===== src/hdl/sept_pkg.sv =====
// ============================================================================
// sept_pkg
// Shared types and constants of the sonar echo pulse timer: phase codes,
// configuration register indexes, reset values and the wait counter control.
// ============================================================================
package sept_pkg;

    // Configuration port
    localparam int unsigned CFG_INDEX_BITS = 2;
    localparam int unsigned CFG_DATA_BITS  = 24;

    localparam logic [CFG_INDEX_BITS-1:0] CFG_TRIGGER_LENGTH = 2'd0;
    localparam logic [CFG_INDEX_BITS-1:0] CFG_GAP_LENGTH     = 2'd1;
    localparam logic [CFG_INDEX_BITS-1:0] CFG_OVERFLOW_LIMIT = 2'd2;

    localparam int unsigned TRIGGER_BITS = 16;
    localparam int unsigned GAP_BITS     = 24;
    localparam int unsigned WRAP_BITS    = 8;
    localparam int unsigned BYTE_BITS    = 8;

    localparam logic [TRIGGER_BITS-1:0] TRIGGER_LENGTH_RESET = 16'd200;
    localparam logic [GAP_BITS-1:0]     GAP_LENGTH_RESET     = 24'd200000;
    localparam logic [WRAP_BITS-1:0]    OVERFLOW_LIMIT_RESET = 8'd255;

    // Phase codes
    localparam int unsigned PHASE_BITS = 3;
    localparam logic [PHASE_BITS-1:0] PH_TRIGGER = 3'd0;
    localparam logic [PHASE_BITS-1:0] PH_RISE    = 3'd1;
    localparam logic [PHASE_BITS-1:0] PH_FALL    = 3'd2;
    localparam logic [PHASE_BITS-1:0] PH_SEND    = 3'd3;
    localparam logic [PHASE_BITS-1:0] PH_GAP     = 3'd4;

    // Frame layout: four marker bytes, low byte, high byte
    localparam int unsigned INDEX_BITS = 3;
    localparam logic [INDEX_BITS-1:0] IDX_LOW_BYTE  = 3'd4;
    localparam logic [INDEX_BITS-1:0] IDX_HIGH_BYTE = 3'd5;

    // Wait counter command
    typedef struct packed {
        logic clear;
        logic advance;
    } cnt_ctrl_t;

endpackage


===== src/hdl/sept_echo_if.sv =====
// ============================================================================
// sept_echo_if
// Input channel: one sampled echo level per transfer.
// ============================================================================
interface sept_echo_if;

    logic valid;
    logic ready;
    logic echo_level;

    modport source (output valid, output echo_level, input ready);
    modport sink   (input valid, input echo_level, output ready);

endinterface


===== src/hdl/sept_result_if.sv =====
// ============================================================================
// sept_result_if
// Output channel: trigger drive and frame byte for one tick per transfer.
// ============================================================================
interface sept_result_if;

    logic       valid;
    logic       ready;
    logic       trigger_level;
    logic       byte_valid;
    logic [7:0] frame_byte;
    logic       frame_last;

    modport source (output valid, output trigger_level, output byte_valid,
                    output frame_byte, output frame_last, input ready);
    modport sink   (input valid, input trigger_level, input byte_valid,
                    input frame_byte, input frame_last, output ready);

endinterface


===== src/hdl/sonar_echo_pulse_timer.sv =====
// ============================================================================
// sonar_echo_pulse_timer
// Ultrasonic ranging sequencer: trigger pulse, echo wait, echo width
// measurement and six-byte result frame, one echo sample per tick.
// ============================================================================
// Each transfer on the echo channel is one tick of the timer and yields one
// transfer on the result channel from the output register, one per clock
// cycle. The sequence repeats: the trigger line is driven high for
// trigger_length ticks, the block waits for the echo to rise, then counts how
// long it stays high. Both waits count ticks in a COUNTER_BITS-bit counter and
// add one to an 8-bit wrap count on each counter wrap; a wait is abandoned
// when the wrap count reaches overflow_limit (0 means 256 wraps). A falling
// echo captures the low byte of the tick counter; a timeout keeps the previous
// low byte. The frame 1,2,3,4,low,wraps then goes out on six consecutive ticks
// with byte_valid high and frame_last marking the sixth byte, followed by
// gap_length idle ticks. Lengths of 0 act as 1. The result sits in an output
// register, so the next sample is taken while a result waits to be taken;
// samples stall only when that register is full and not being taken.
// Configuration writes take effect on the next tick.
// ============================================================================
module sonar_echo_pulse_timer #(
    parameter int unsigned COUNTER_BITS = 8
) (
    input  logic                                clk,
    input  logic                                rst_n,
    sept_echo_if.sink                           echo,
    sept_result_if.source                       result,
    input  logic                                cfg_write,
    input  logic [sept_pkg::CFG_INDEX_BITS-1:0] cfg_index,
    input  logic [sept_pkg::CFG_DATA_BITS-1:0]  cfg_data
);

    // Width that holds the tick counter and a full byte for the low capture
    localparam int unsigned LOW_SRC_BITS = (COUNTER_BITS > 8) ? COUNTER_BITS : 8;

    // ------------------------------------------------------------------
    // Configuration registers
    // ------------------------------------------------------------------
    logic [sept_pkg::TRIGGER_BITS-1:0] trigger_length_reg;
    logic [sept_pkg::GAP_BITS-1:0]     gap_length_reg;
    logic [sept_pkg::WRAP_BITS-1:0]    overflow_limit_reg;

    always_ff @(posedge clk or negedge rst_n)
    begin
        if (!rst_n)
        begin
            trigger_length_reg <= sept_pkg::TRIGGER_LENGTH_RESET;
            gap_length_reg     <= sept_pkg::GAP_LENGTH_RESET;
            overflow_limit_reg <= sept_pkg::OVERFLOW_LIMIT_RESET;
        end
        else if (cfg_write)
        begin
            unique case (cfg_index)
                sept_pkg::CFG_TRIGGER_LENGTH:
                    trigger_length_reg <= cfg_data[sept_pkg::TRIGGER_BITS-1:0];
                sept_pkg::CFG_GAP_LENGTH:
                    gap_length_reg <= cfg_data[sept_pkg::GAP_BITS-1:0];
                sept_pkg::CFG_OVERFLOW_LIMIT:
                    overflow_limit_reg <= cfg_data[sept_pkg::WRAP_BITS-1:0];
                default:
                    ; // unmapped index: drop the write
            endcase
        end
    end

    // ------------------------------------------------------------------
    // Handshake: take a sample whenever the output register can be loaded
    // ------------------------------------------------------------------
    logic out_valid_reg;
    logic out_valid_next;
    logic in_fire;

    assign echo.ready = !out_valid_reg || result.ready;
    assign in_fire    = echo.valid && echo.ready;

    // ------------------------------------------------------------------
    // Sequencer state
    // ------------------------------------------------------------------
    logic [sept_pkg::PHASE_BITS-1:0] phase_reg;
    logic [sept_pkg::PHASE_BITS-1:0] phase_next;
    logic [sept_pkg::GAP_BITS-1:0]   phase_timer_reg;
    logic [sept_pkg::GAP_BITS-1:0]   phase_timer_next;
    logic [sept_pkg::BYTE_BITS-1:0]  captured_low_reg;
    logic [sept_pkg::BYTE_BITS-1:0]  captured_low_next;
    logic [sept_pkg::INDEX_BITS-1:0] byte_index_reg;
    logic [sept_pkg::INDEX_BITS-1:0] byte_index_next;

    // Wait counter
    sept_pkg::cnt_ctrl_t               cnt_ctrl;
    logic [COUNTER_BITS-1:0]           tick_count;
    logic [sept_pkg::WRAP_BITS-1:0]    wrap_count;
    logic                              timeout;
    logic [LOW_SRC_BITS-1:0]           tick_wide;

    sept_wait_counter #(
        .COUNTER_BITS (COUNTER_BITS)
    ) u_wait_counter (
        .clk            (clk),
        .rst_n          (rst_n),
        .ctrl           (cnt_ctrl),
        .overflow_limit (overflow_limit_reg),
        .tick_count     (tick_count),
        .wrap_count     (wrap_count),
        .timeout        (timeout)
    );

    assign tick_wide = LOW_SRC_BITS'(tick_count);

    // Phase lengths, with zero treated as one
    logic [sept_pkg::GAP_BITS-1:0] timer_inc;
    logic [sept_pkg::GAP_BITS-1:0] trigger_len;
    logic [sept_pkg::GAP_BITS-1:0] gap_len;

    assign timer_inc   = phase_timer_reg + sept_pkg::GAP_BITS'(1);
    assign trigger_len = (trigger_length_reg == '0) ? sept_pkg::GAP_BITS'(1)
                                                    : sept_pkg::GAP_BITS'(trigger_length_reg);
    assign gap_len     = (gap_length_reg == '0) ? sept_pkg::GAP_BITS'(1) : gap_length_reg;

    // Result of this tick
    logic                           trig_next;
    logic                           bvalid_next;
    logic [sept_pkg::BYTE_BITS-1:0] fbyte_next;
    logic                           flast_next;

    always_comb
    begin
        phase_next        = phase_reg;
        phase_timer_next  = phase_timer_reg;
        captured_low_next = captured_low_reg;
        byte_index_next   = byte_index_reg;
        cnt_ctrl          = '0;
        trig_next         = 1'b0;
        bvalid_next       = 1'b0;
        fbyte_next        = '0;
        flast_next        = 1'b0;

        unique case (phase_reg)
            sept_pkg::PH_RISE:
            begin
                // Leave on rising echo or on timeout, fresh counters either way
                if (echo.echo_level || timeout)
                begin
                    cnt_ctrl.clear = 1'b1;
                    phase_next     = sept_pkg::PH_FALL;
                end
                else
                begin
                    cnt_ctrl.advance = 1'b1;
                end
            end
            sept_pkg::PH_FALL:
            begin
                if (!echo.echo_level)
                begin
                    // Falling edge: capture the low byte, hold the counters
                    captured_low_next = tick_wide[sept_pkg::BYTE_BITS-1:0];
                    byte_index_next   = '0;
                    phase_next        = sept_pkg::PH_SEND;
                end
                else
                begin
                    cnt_ctrl.advance = 1'b1;
                    if (timeout)
                    begin
                        byte_index_next = '0;
                        phase_next      = sept_pkg::PH_SEND;
                    end
                end
            end
            sept_pkg::PH_SEND:
            begin
                bvalid_next = 1'b1;
                if (byte_index_reg < sept_pkg::IDX_LOW_BYTE)
                begin
                    fbyte_next = sept_pkg::BYTE_BITS'(byte_index_reg)
                               + sept_pkg::BYTE_BITS'(1);
                end
                else if (byte_index_reg == sept_pkg::IDX_LOW_BYTE)
                begin
                    fbyte_next = captured_low_reg;
                end
                else
                begin
                    fbyte_next = wrap_count;
                end

                if (byte_index_reg >= sept_pkg::IDX_HIGH_BYTE)
                begin
                    flast_next       = 1'b1;
                    byte_index_next  = '0;
                    phase_timer_next = '0;
                    phase_next       = sept_pkg::PH_GAP;
                end
                else
                begin
                    byte_index_next = byte_index_reg + sept_pkg::INDEX_BITS'(1);
                end
            end
            sept_pkg::PH_GAP:
            begin
                phase_timer_next = timer_inc;
                if (timer_inc >= gap_len)
                begin
                    phase_timer_next = '0;
                    phase_next       = sept_pkg::PH_TRIGGER;
                end
            end
            default:
            begin
                // Trigger phase; unused codes behave the same way
                trig_next        = 1'b1;
                phase_timer_next = timer_inc;
                if (timer_inc >= trigger_len)
                begin
                    phase_timer_next = '0;
                    cnt_ctrl.clear   = 1'b1;
                    phase_next       = sept_pkg::PH_RISE;
                end
            end
        endcase

        // Nothing moves without a sample
        if (!in_fire)
        begin
            cnt_ctrl = '0;
        end
    end

    always_ff @(posedge clk or negedge rst_n)
    begin
        if (!rst_n)
        begin
            phase_reg        <= sept_pkg::PH_TRIGGER;
            phase_timer_reg  <= '0;
            captured_low_reg <= '0;
            byte_index_reg   <= '0;
        end
        else if (in_fire)
        begin
            phase_reg        <= phase_next;
            phase_timer_reg  <= phase_timer_next;
            captured_low_reg <= captured_low_next;
            byte_index_reg   <= byte_index_next;
        end
    end

    // ------------------------------------------------------------------
    // Output register
    // ------------------------------------------------------------------
    logic                           trigger_level_reg;
    logic                           byte_valid_reg;
    logic [sept_pkg::BYTE_BITS-1:0] frame_byte_reg;
    logic                           frame_last_reg;

    assign out_valid_next = in_fire || (out_valid_reg && !result.ready);

    always_ff @(posedge clk or negedge rst_n)
    begin
        if (!rst_n)
        begin
            out_valid_reg <= 1'b0;
        end
        else
        begin
            out_valid_reg <= out_valid_next;
        end
    end

    always_ff @(posedge clk)
    begin
        if (in_fire)
        begin
            trigger_level_reg <= trig_next;
            byte_valid_reg    <= bvalid_next;
            frame_byte_reg    <= fbyte_next;
            frame_last_reg    <= flast_next;
        end
    end

    assign result.valid         = out_valid_reg;
    assign result.trigger_level = trigger_level_reg;
    assign result.byte_valid    = byte_valid_reg;
    assign result.frame_byte    = frame_byte_reg;
    assign result.frame_last    = frame_last_reg;

    // ------------------------------------------------------------------
    // Assertions
    // ------------------------------------------------------------------
    // The frame index never runs past the high byte
    assert property (@(posedge clk) disable iff (!rst_n)
        (phase_reg == sept_pkg::PH_SEND) |-> (byte_index_reg <= sept_pkg::IDX_HIGH_BYTE))
    else $error("frame byte index out of range");

    // The last mark only comes with a frame byte, and never during a trigger
    assert property (@(posedge clk) disable iff (!rst_n)
        (result.valid && result.frame_last) |-> (result.byte_valid && !result.trigger_level))
    else $error("frame_last without a frame byte");

    // A frame ends by entering the gap phase with a cleared timer
    assert property (@(posedge clk) disable iff (!rst_n)
        (in_fire && flast_next) |=> (phase_reg == sept_pkg::PH_GAP && phase_timer_reg == '0))
    else $error("frame end did not enter the gap");

endmodule


===== src/hdl/sept_wait_counter.sv =====
// ============================================================================
// sept_wait_counter
// Tick counter with wrap count and timeout detect for the echo waits.
// ============================================================================
module sept_wait_counter #(
    parameter int unsigned COUNTER_BITS = 8
) (
    input  logic                             clk,
    input  logic                             rst_n,
    input  sept_pkg::cnt_ctrl_t              ctrl,
    input  logic [sept_pkg::WRAP_BITS-1:0]   overflow_limit,
    output logic [COUNTER_BITS-1:0]          tick_count,
    output logic [sept_pkg::WRAP_BITS-1:0]   wrap_count,
    output logic                             timeout
);

    logic [COUNTER_BITS-1:0]        tick_reg;
    logic [COUNTER_BITS-1:0]        tick_next;
    logic [sept_pkg::WRAP_BITS-1:0] wrap_reg;
    logic [sept_pkg::WRAP_BITS-1:0] wrap_next;
    logic [sept_pkg::WRAP_BITS-1:0] wrap_inc;
    logic                           tick_wraps;

    assign tick_wraps = (tick_reg == {COUNTER_BITS{1'b1}});
    assign wrap_inc   = wrap_reg + sept_pkg::WRAP_BITS'(1);
    // The wait gives up on the tick whose wrap brings the count to the limit
    assign timeout    = tick_wraps && (wrap_inc == overflow_limit);

    always_comb
    begin
        tick_next = tick_reg;
        wrap_next = wrap_reg;
        priority if (ctrl.clear)
        begin
            tick_next = '0;
            wrap_next = '0;
        end
        else if (ctrl.advance)
        begin
            tick_next = tick_reg + COUNTER_BITS'(1);
            if (tick_wraps)
            begin
                wrap_next = wrap_inc;
            end
        end
        else
        begin
            // Hold both counts
            tick_next = tick_reg;
            wrap_next = wrap_reg;
        end
    end

    always_ff @(posedge clk or negedge rst_n)
    begin
        if (!rst_n)
        begin
            tick_reg <= '0;
            wrap_reg <= '0;
        end
        else
        begin
            tick_reg <= tick_next;
            wrap_reg <= wrap_next;
        end
    end

    assign tick_count = tick_reg;
    assign wrap_count = wrap_reg;

endmodule


===== src/flat_wrapper.sv =====
// flat-port wrapper written by rule: the top's interface ports become plain ports
module sonar_echo_pulse_timer_flat 
#(
    parameter int unsigned COUNTER_BITS = 8
)
  (clk, rst_n, cfg_write, cfg_index, cfg_data, echo_valid, echo_echo_level, echo_ready, result_valid, result_trigger_level, result_byte_valid, result_frame_byte, result_frame_last, result_ready);
  sept_echo_if echo_i ();
  sept_result_if result_i ();
  input  logic clk;
  input  logic rst_n;
  input  logic cfg_write;
  input  logic [sept_pkg::CFG_INDEX_BITS-1:0] cfg_index;
  input  logic [sept_pkg::CFG_DATA_BITS-1:0] cfg_data;
  input wire logic [$bits(echo_i.valid)-1:0] echo_valid;
  input wire logic [$bits(echo_i.echo_level)-1:0] echo_echo_level;
  output wire logic [$bits(echo_i.ready)-1:0] echo_ready;
  output wire logic [$bits(result_i.valid)-1:0] result_valid;
  output wire logic [$bits(result_i.trigger_level)-1:0] result_trigger_level;
  output wire logic [$bits(result_i.byte_valid)-1:0] result_byte_valid;
  output wire logic [$bits(result_i.frame_byte)-1:0] result_frame_byte;
  output wire logic [$bits(result_i.frame_last)-1:0] result_frame_last;
  input wire logic [$bits(result_i.ready)-1:0] result_ready;
  assign echo_i.valid = echo_valid;
  assign echo_i.echo_level = echo_echo_level;
  assign echo_ready = echo_i.ready;
  assign result_valid = result_i.valid;
  assign result_trigger_level = result_i.trigger_level;
  assign result_byte_valid = result_i.byte_valid;
  assign result_frame_byte = result_i.frame_byte;
  assign result_frame_last = result_i.frame_last;
  assign result_i.ready = result_ready;
  sonar_echo_pulse_timer #(.COUNTER_BITS(COUNTER_BITS)) u_core (.clk(clk), .rst_n(rst_n), .echo(echo_i), .result(result_i), .cfg_write(cfg_write), .cfg_index(cfg_index), .cfg_data(cfg_data));
endmodule

===== config.mk =====
export PLATFORM = sky130hd
export DESIGN_NAME = sonar_echo_pulse_timer_flat
export DESIGN_NICKNAME = d
export VERILOG_FILES = /design/src/hdl/sept_pkg.sv /design/src/hdl/sept_echo_if.sv /design/src/hdl/sept_result_if.sv /design/src/hdl/sonar_echo_pulse_timer.sv /design/src/hdl/sept_wait_counter.sv /design/src/flat_wrapper.sv
export SDC_FILE = /design/constraint.sdc
export NUM_CORES = 1
export LEC_CHECK = 0
export ABC_AREA = 1
export BUFFER_PORTS_ARGS = -buffer_cell sky130_fd_sc_hd__buf_4
export CAP_MARGIN = 40
export CORE_ASPECT_RATIO = 0.8
export CORE_MARGIN = 3
export CORE_UTILIZATION = 45
export DETAILED_ROUTE_END_ITERATION = 8
export HOLD_SLACK_MARGIN = 0.12
export PLACE_DENSITY = 0.6
export SLEW_MARGIN = 20
export SYNTH_ARGS = -nofsm -noshare
export SYNTH_HDL_FRONTEND = slang
export SYNTH_SLANG_ARGS = --single-unit

===== constraint.sdc =====
create_clock -name clk -period 4.5 [get_ports clk]
set_clock_uncertainty 0.15 [all_clocks]
set_input_delay 0.9 -clock clk [delete_from_list [all_inputs] [get_ports clk]]
set_output_delay 0.9 -clock clk [all_outputs]
set_load 0.02 [all_outputs]

==> summary.md <==
| Metric | Value |
|---|---|
| I/O pin cnt | 45 |
| Synth cell count leaders | nand2_1 (277), inv_1 (151), dfrtp_1 (86), nor2_1 (79), o21ai_0 (71) |
| Critical Path AT | 3.91 ns |
| Seq/Total Area, Yosys | 0.4145 |
| Final Power | 3611 uW |
| Sw frac | 0.3283 |
| Cts hold-fix bufs | 0 |
| Longest Clk Path Bufs | 2 |
| Final net count | 1084 |
| Post-CTS sizing | 0 |
| Nature of the critical path endpoint | register |
| Period Utilization, post-route | 0.8241 |
| Critical path class | reg2reg |
| Yosys top cell area share | 0.3045 |
| Clk_lat worst skew | 0.42 ns |
| Flip-flop and latch count after synthesis | 114 |
| WL/cell | 13.50 um |
| Clock Tree Root | clkbuf_16 |
| Crit Path Max Fanout | 16 |
| Final Hold Viols | 0 |
| Layout Area Growth over Synthesis | 17.01% |
| Post-Syn Area | 7067 um2 |
| Site Rows | 40 |
| Asr flop ratio synth | 0.9035 |
| Core Region | 15210 um2 |
| Status | completed |
| Minimum period implied by the final worst setup slack | 3.708 ns |
| Mapped Cells | 957 |
| Antenna Cells | 0 |
| Int Pwr | 2425 uW |
| Netlist cell types | 40 |
| Slew margin rel. | 0.4396 |
| Slew @ Worst Pin | 0.8360 ns |
| 1st-iter DRT viols | 455 |
| Syn Nets | 1035 |
| Warnings from Yosys | 0 |
| Main synth FF type | dfrtp_1 |
| Detailed-router iteration count before antenna repair | 5 |
| Die Height | 118.1 um |
| Post-Synthesis Mean Instance Area | 7.384 um2 |
| Worst path required time | 4.70 ns |
| Total GRT Usage | 0.2026 |
| Starting Density | 0.4645 |
| Net switching power | 1185 uW |
| Max VDD drop | 0.2818 mV |
| Routability Congestion | 0.8773 |
| DRT antenna net count | 0 |
| EDFF count, synth | 11 |
| Full die area | 17250 um2 |
| Post-CTS setup buffer count | 0 |
| DRC viols | 0 |
| Post-synth top area cell | dfrtp_1 |
| PwrDens | 436.6 nW/um2 |
| Post-DP HPWL | 12.36 mm |
| Max-slew violations | 0 |
| Vias | 5942 |
| Largest net degree at the start of global routing | 55 |
| Max cap viols | 0 |
| CTS tree | built |
| Chip width | 146.1 um |
| Layout cells sized above 1 | 0.1276 |
| CP startpoint kind | register |
| Port buffer count | 44 |
| Type of the worst min-delay path | in2async |
| Max Fclk | 269.7 MHz |
| Setup TNS | 0 ns |
| Leakage Power | 0.004271 uW |
| Vias in the first global route | 5500 |
| Clock Sink Count | 114 |
| Initial antenna violation count | 0 |
| Synth area leaders | dfrtp_1 (30%), nand2_1 (15%), ha_1 (8.1%) |
| Via density | 4.835 |
| Cts bufs inserted | 17 |
| H-tree level count | 4 |
| Total grt overflow | 0 |
| Total routed wirelength | 16.59 mm |
| Share of power burned in registers | 0.366 |
| RSZ-0062 raised after global routing | no |
| Most common cell in the netlist | nand2_1 |
| Gate power share | 0.242 |
| Clock Power Share | 0.392 |
| Register clock-pin slew on the reported worst setup and hold paths | 0.06 ns |
| Final setup vio count | 0 |
| First-pass GRT wire length | 28.30 mm |
## critical path, stage by stage (launching register included)
cell and delay (ns):
dfrtp_1 0.44, ha_1 0.29, nand2_2 0.12, nor2_4 0.13, nand2_1 0.15, nor2_1 0.16, nand2_1 0.08, xor2_1 0.36
ha_1 0.31, nand2_1 0.09, o21ai_0 0.09, nor2_1 0.21, nand2_1 0.10, nor2_1 0.09, nand3b_1 0.12, nor2_2 0.16
nand3_1 0.11, o21ai_2 0.28, nand2_1 0.11, nand2_1 0.09
## placed cells by master (no fill, tap or decap), types with 3 or more instances in the layout
| cell | n |
|---|---|
| a21oi_1 | 31 |
| buf_4 | 48 |
| bufinv_16 | 4 |
| clkbuf_16 | 17 |
| clkinv_1 | 4 |
| clkinv_2 | 3 |
| clkinv_4 | 3 |
| clkinvlp_4 | 3 |
| dfrtp_1 | 86 |
| dfstp_2 | 17 |
| edfxtp_1 | 11 |
| ha_1 | 46 |
| inv_1 | 151 |
| inv_2 | 4 |
| nand2_1 | 277 |
| nand2_2 | 7 |
| nand3_1 | 68 |
| nand3b_1 | 3 |
| nand4_1 | 22 |
| nor2_1 | 79 |
| nor2_2 | 5 |
| nor3_1 | 13 |
| nor3_2 | 3 |
| nor4_1 | 4 |
| o21ai_0 | 71 |
| xnor2_1 | 4 |
| xor2_1 | 9 |
## per-layer routing
layer,vias to the layer above,GRT usage,routed length [um],share of wire
met5,-,0,0,0
li1,3154,-,-,-
met1,2678,0.3183,9153,0.55
met3,11,0.04580,589,0.036
met4,0,0.04935,134,0.0081
met2,99,0.2800,6714,0.40
## layout make-up
| type | count | area [um2] |
|---|---|---|
| Clock buffer | 17 | 425.4 |
| Inverter | 157 | 589.3 |
| Tap cell | 210 | 262.8 |
| Clock inverter | 15 | 191.4 |
| Fill cell | 1481 | 6945 |
| Sequential cell | 114 | 2929 |
| Multi-Input combinational cell | 665 | 3448 |
| Timing Repair Buffer | 51 | 422.9 |
## logic make-up after synthesis
| logic type | Yosys count | synth area share |
|---|---|---|
| and+or+nand+nor | 492 | 0.3040 |
| buffers and inverters | 178 | 0.09756 |
| DFF | 114 | 0.4145 |
| AOI/OAI and AO/OA | 113 | 0.08481 |
| adders and majority gates | 46 | 0.08144 |
| xor gates and xnor gates | 13 | 0.01611 |
| muxes | 1 | 0.001593 |
## worst paths after layout
path	start	cells past startpoint	end	slack, ns
max	u_core.phase_timer_reg[0]	19	u_core.phase_timer_reg[5]	0.79
max reg2reg	u_core.phase_timer_reg[0]	19	u_core.phase_timer_reg[5]	0.79
min in group clk	u_core.captured_low_reg[2]	2	u_core.captured_low_reg[2]	0.33
max in group asynchronous	rst_n	2	u_core.overflow_limit_reg[4]	3.40
min reg2reg	u_core.captured_low_reg[2]	2	u_core.captured_low_reg[2]	0.33
min	rst_n	1	u_core.phase_timer_reg[19]	0.19
## metrics by stage
step | setup WS (ns) | hold slack [ns] | std cells | utilization | instance area, um2
floorplan | 1.541 | 0.2979 | 957 | - | 7067
global placement | 0.9294 | 0.3177 | 1195 | 0.5002 | 7610
detailed placement | 0.8199 | 0.3232 | 1197 | 0.5030 | 7652
CTS | 0.7864 | 0.1935 | 1229 | 0.5435 | 8269
global route | 0.4340 | 0.1961 | 1229 | 0.5435 | 8269
finish | 0.7917 | 0.1934 | 1229 | 0.5435 | 8269
## power by group through the flow
stage	clock network (uW)	logic (uW)	registers, uW
2_1_floorplan	0	648	1320
3_3_place_gp	0	859	1340
3_5_place_dp	0	870	1340
4_1_cts	1440	882	1320
5_1_grt	1490	1030	1350
6_report	1410	873	1320
(Power assumes the default switching activity.)
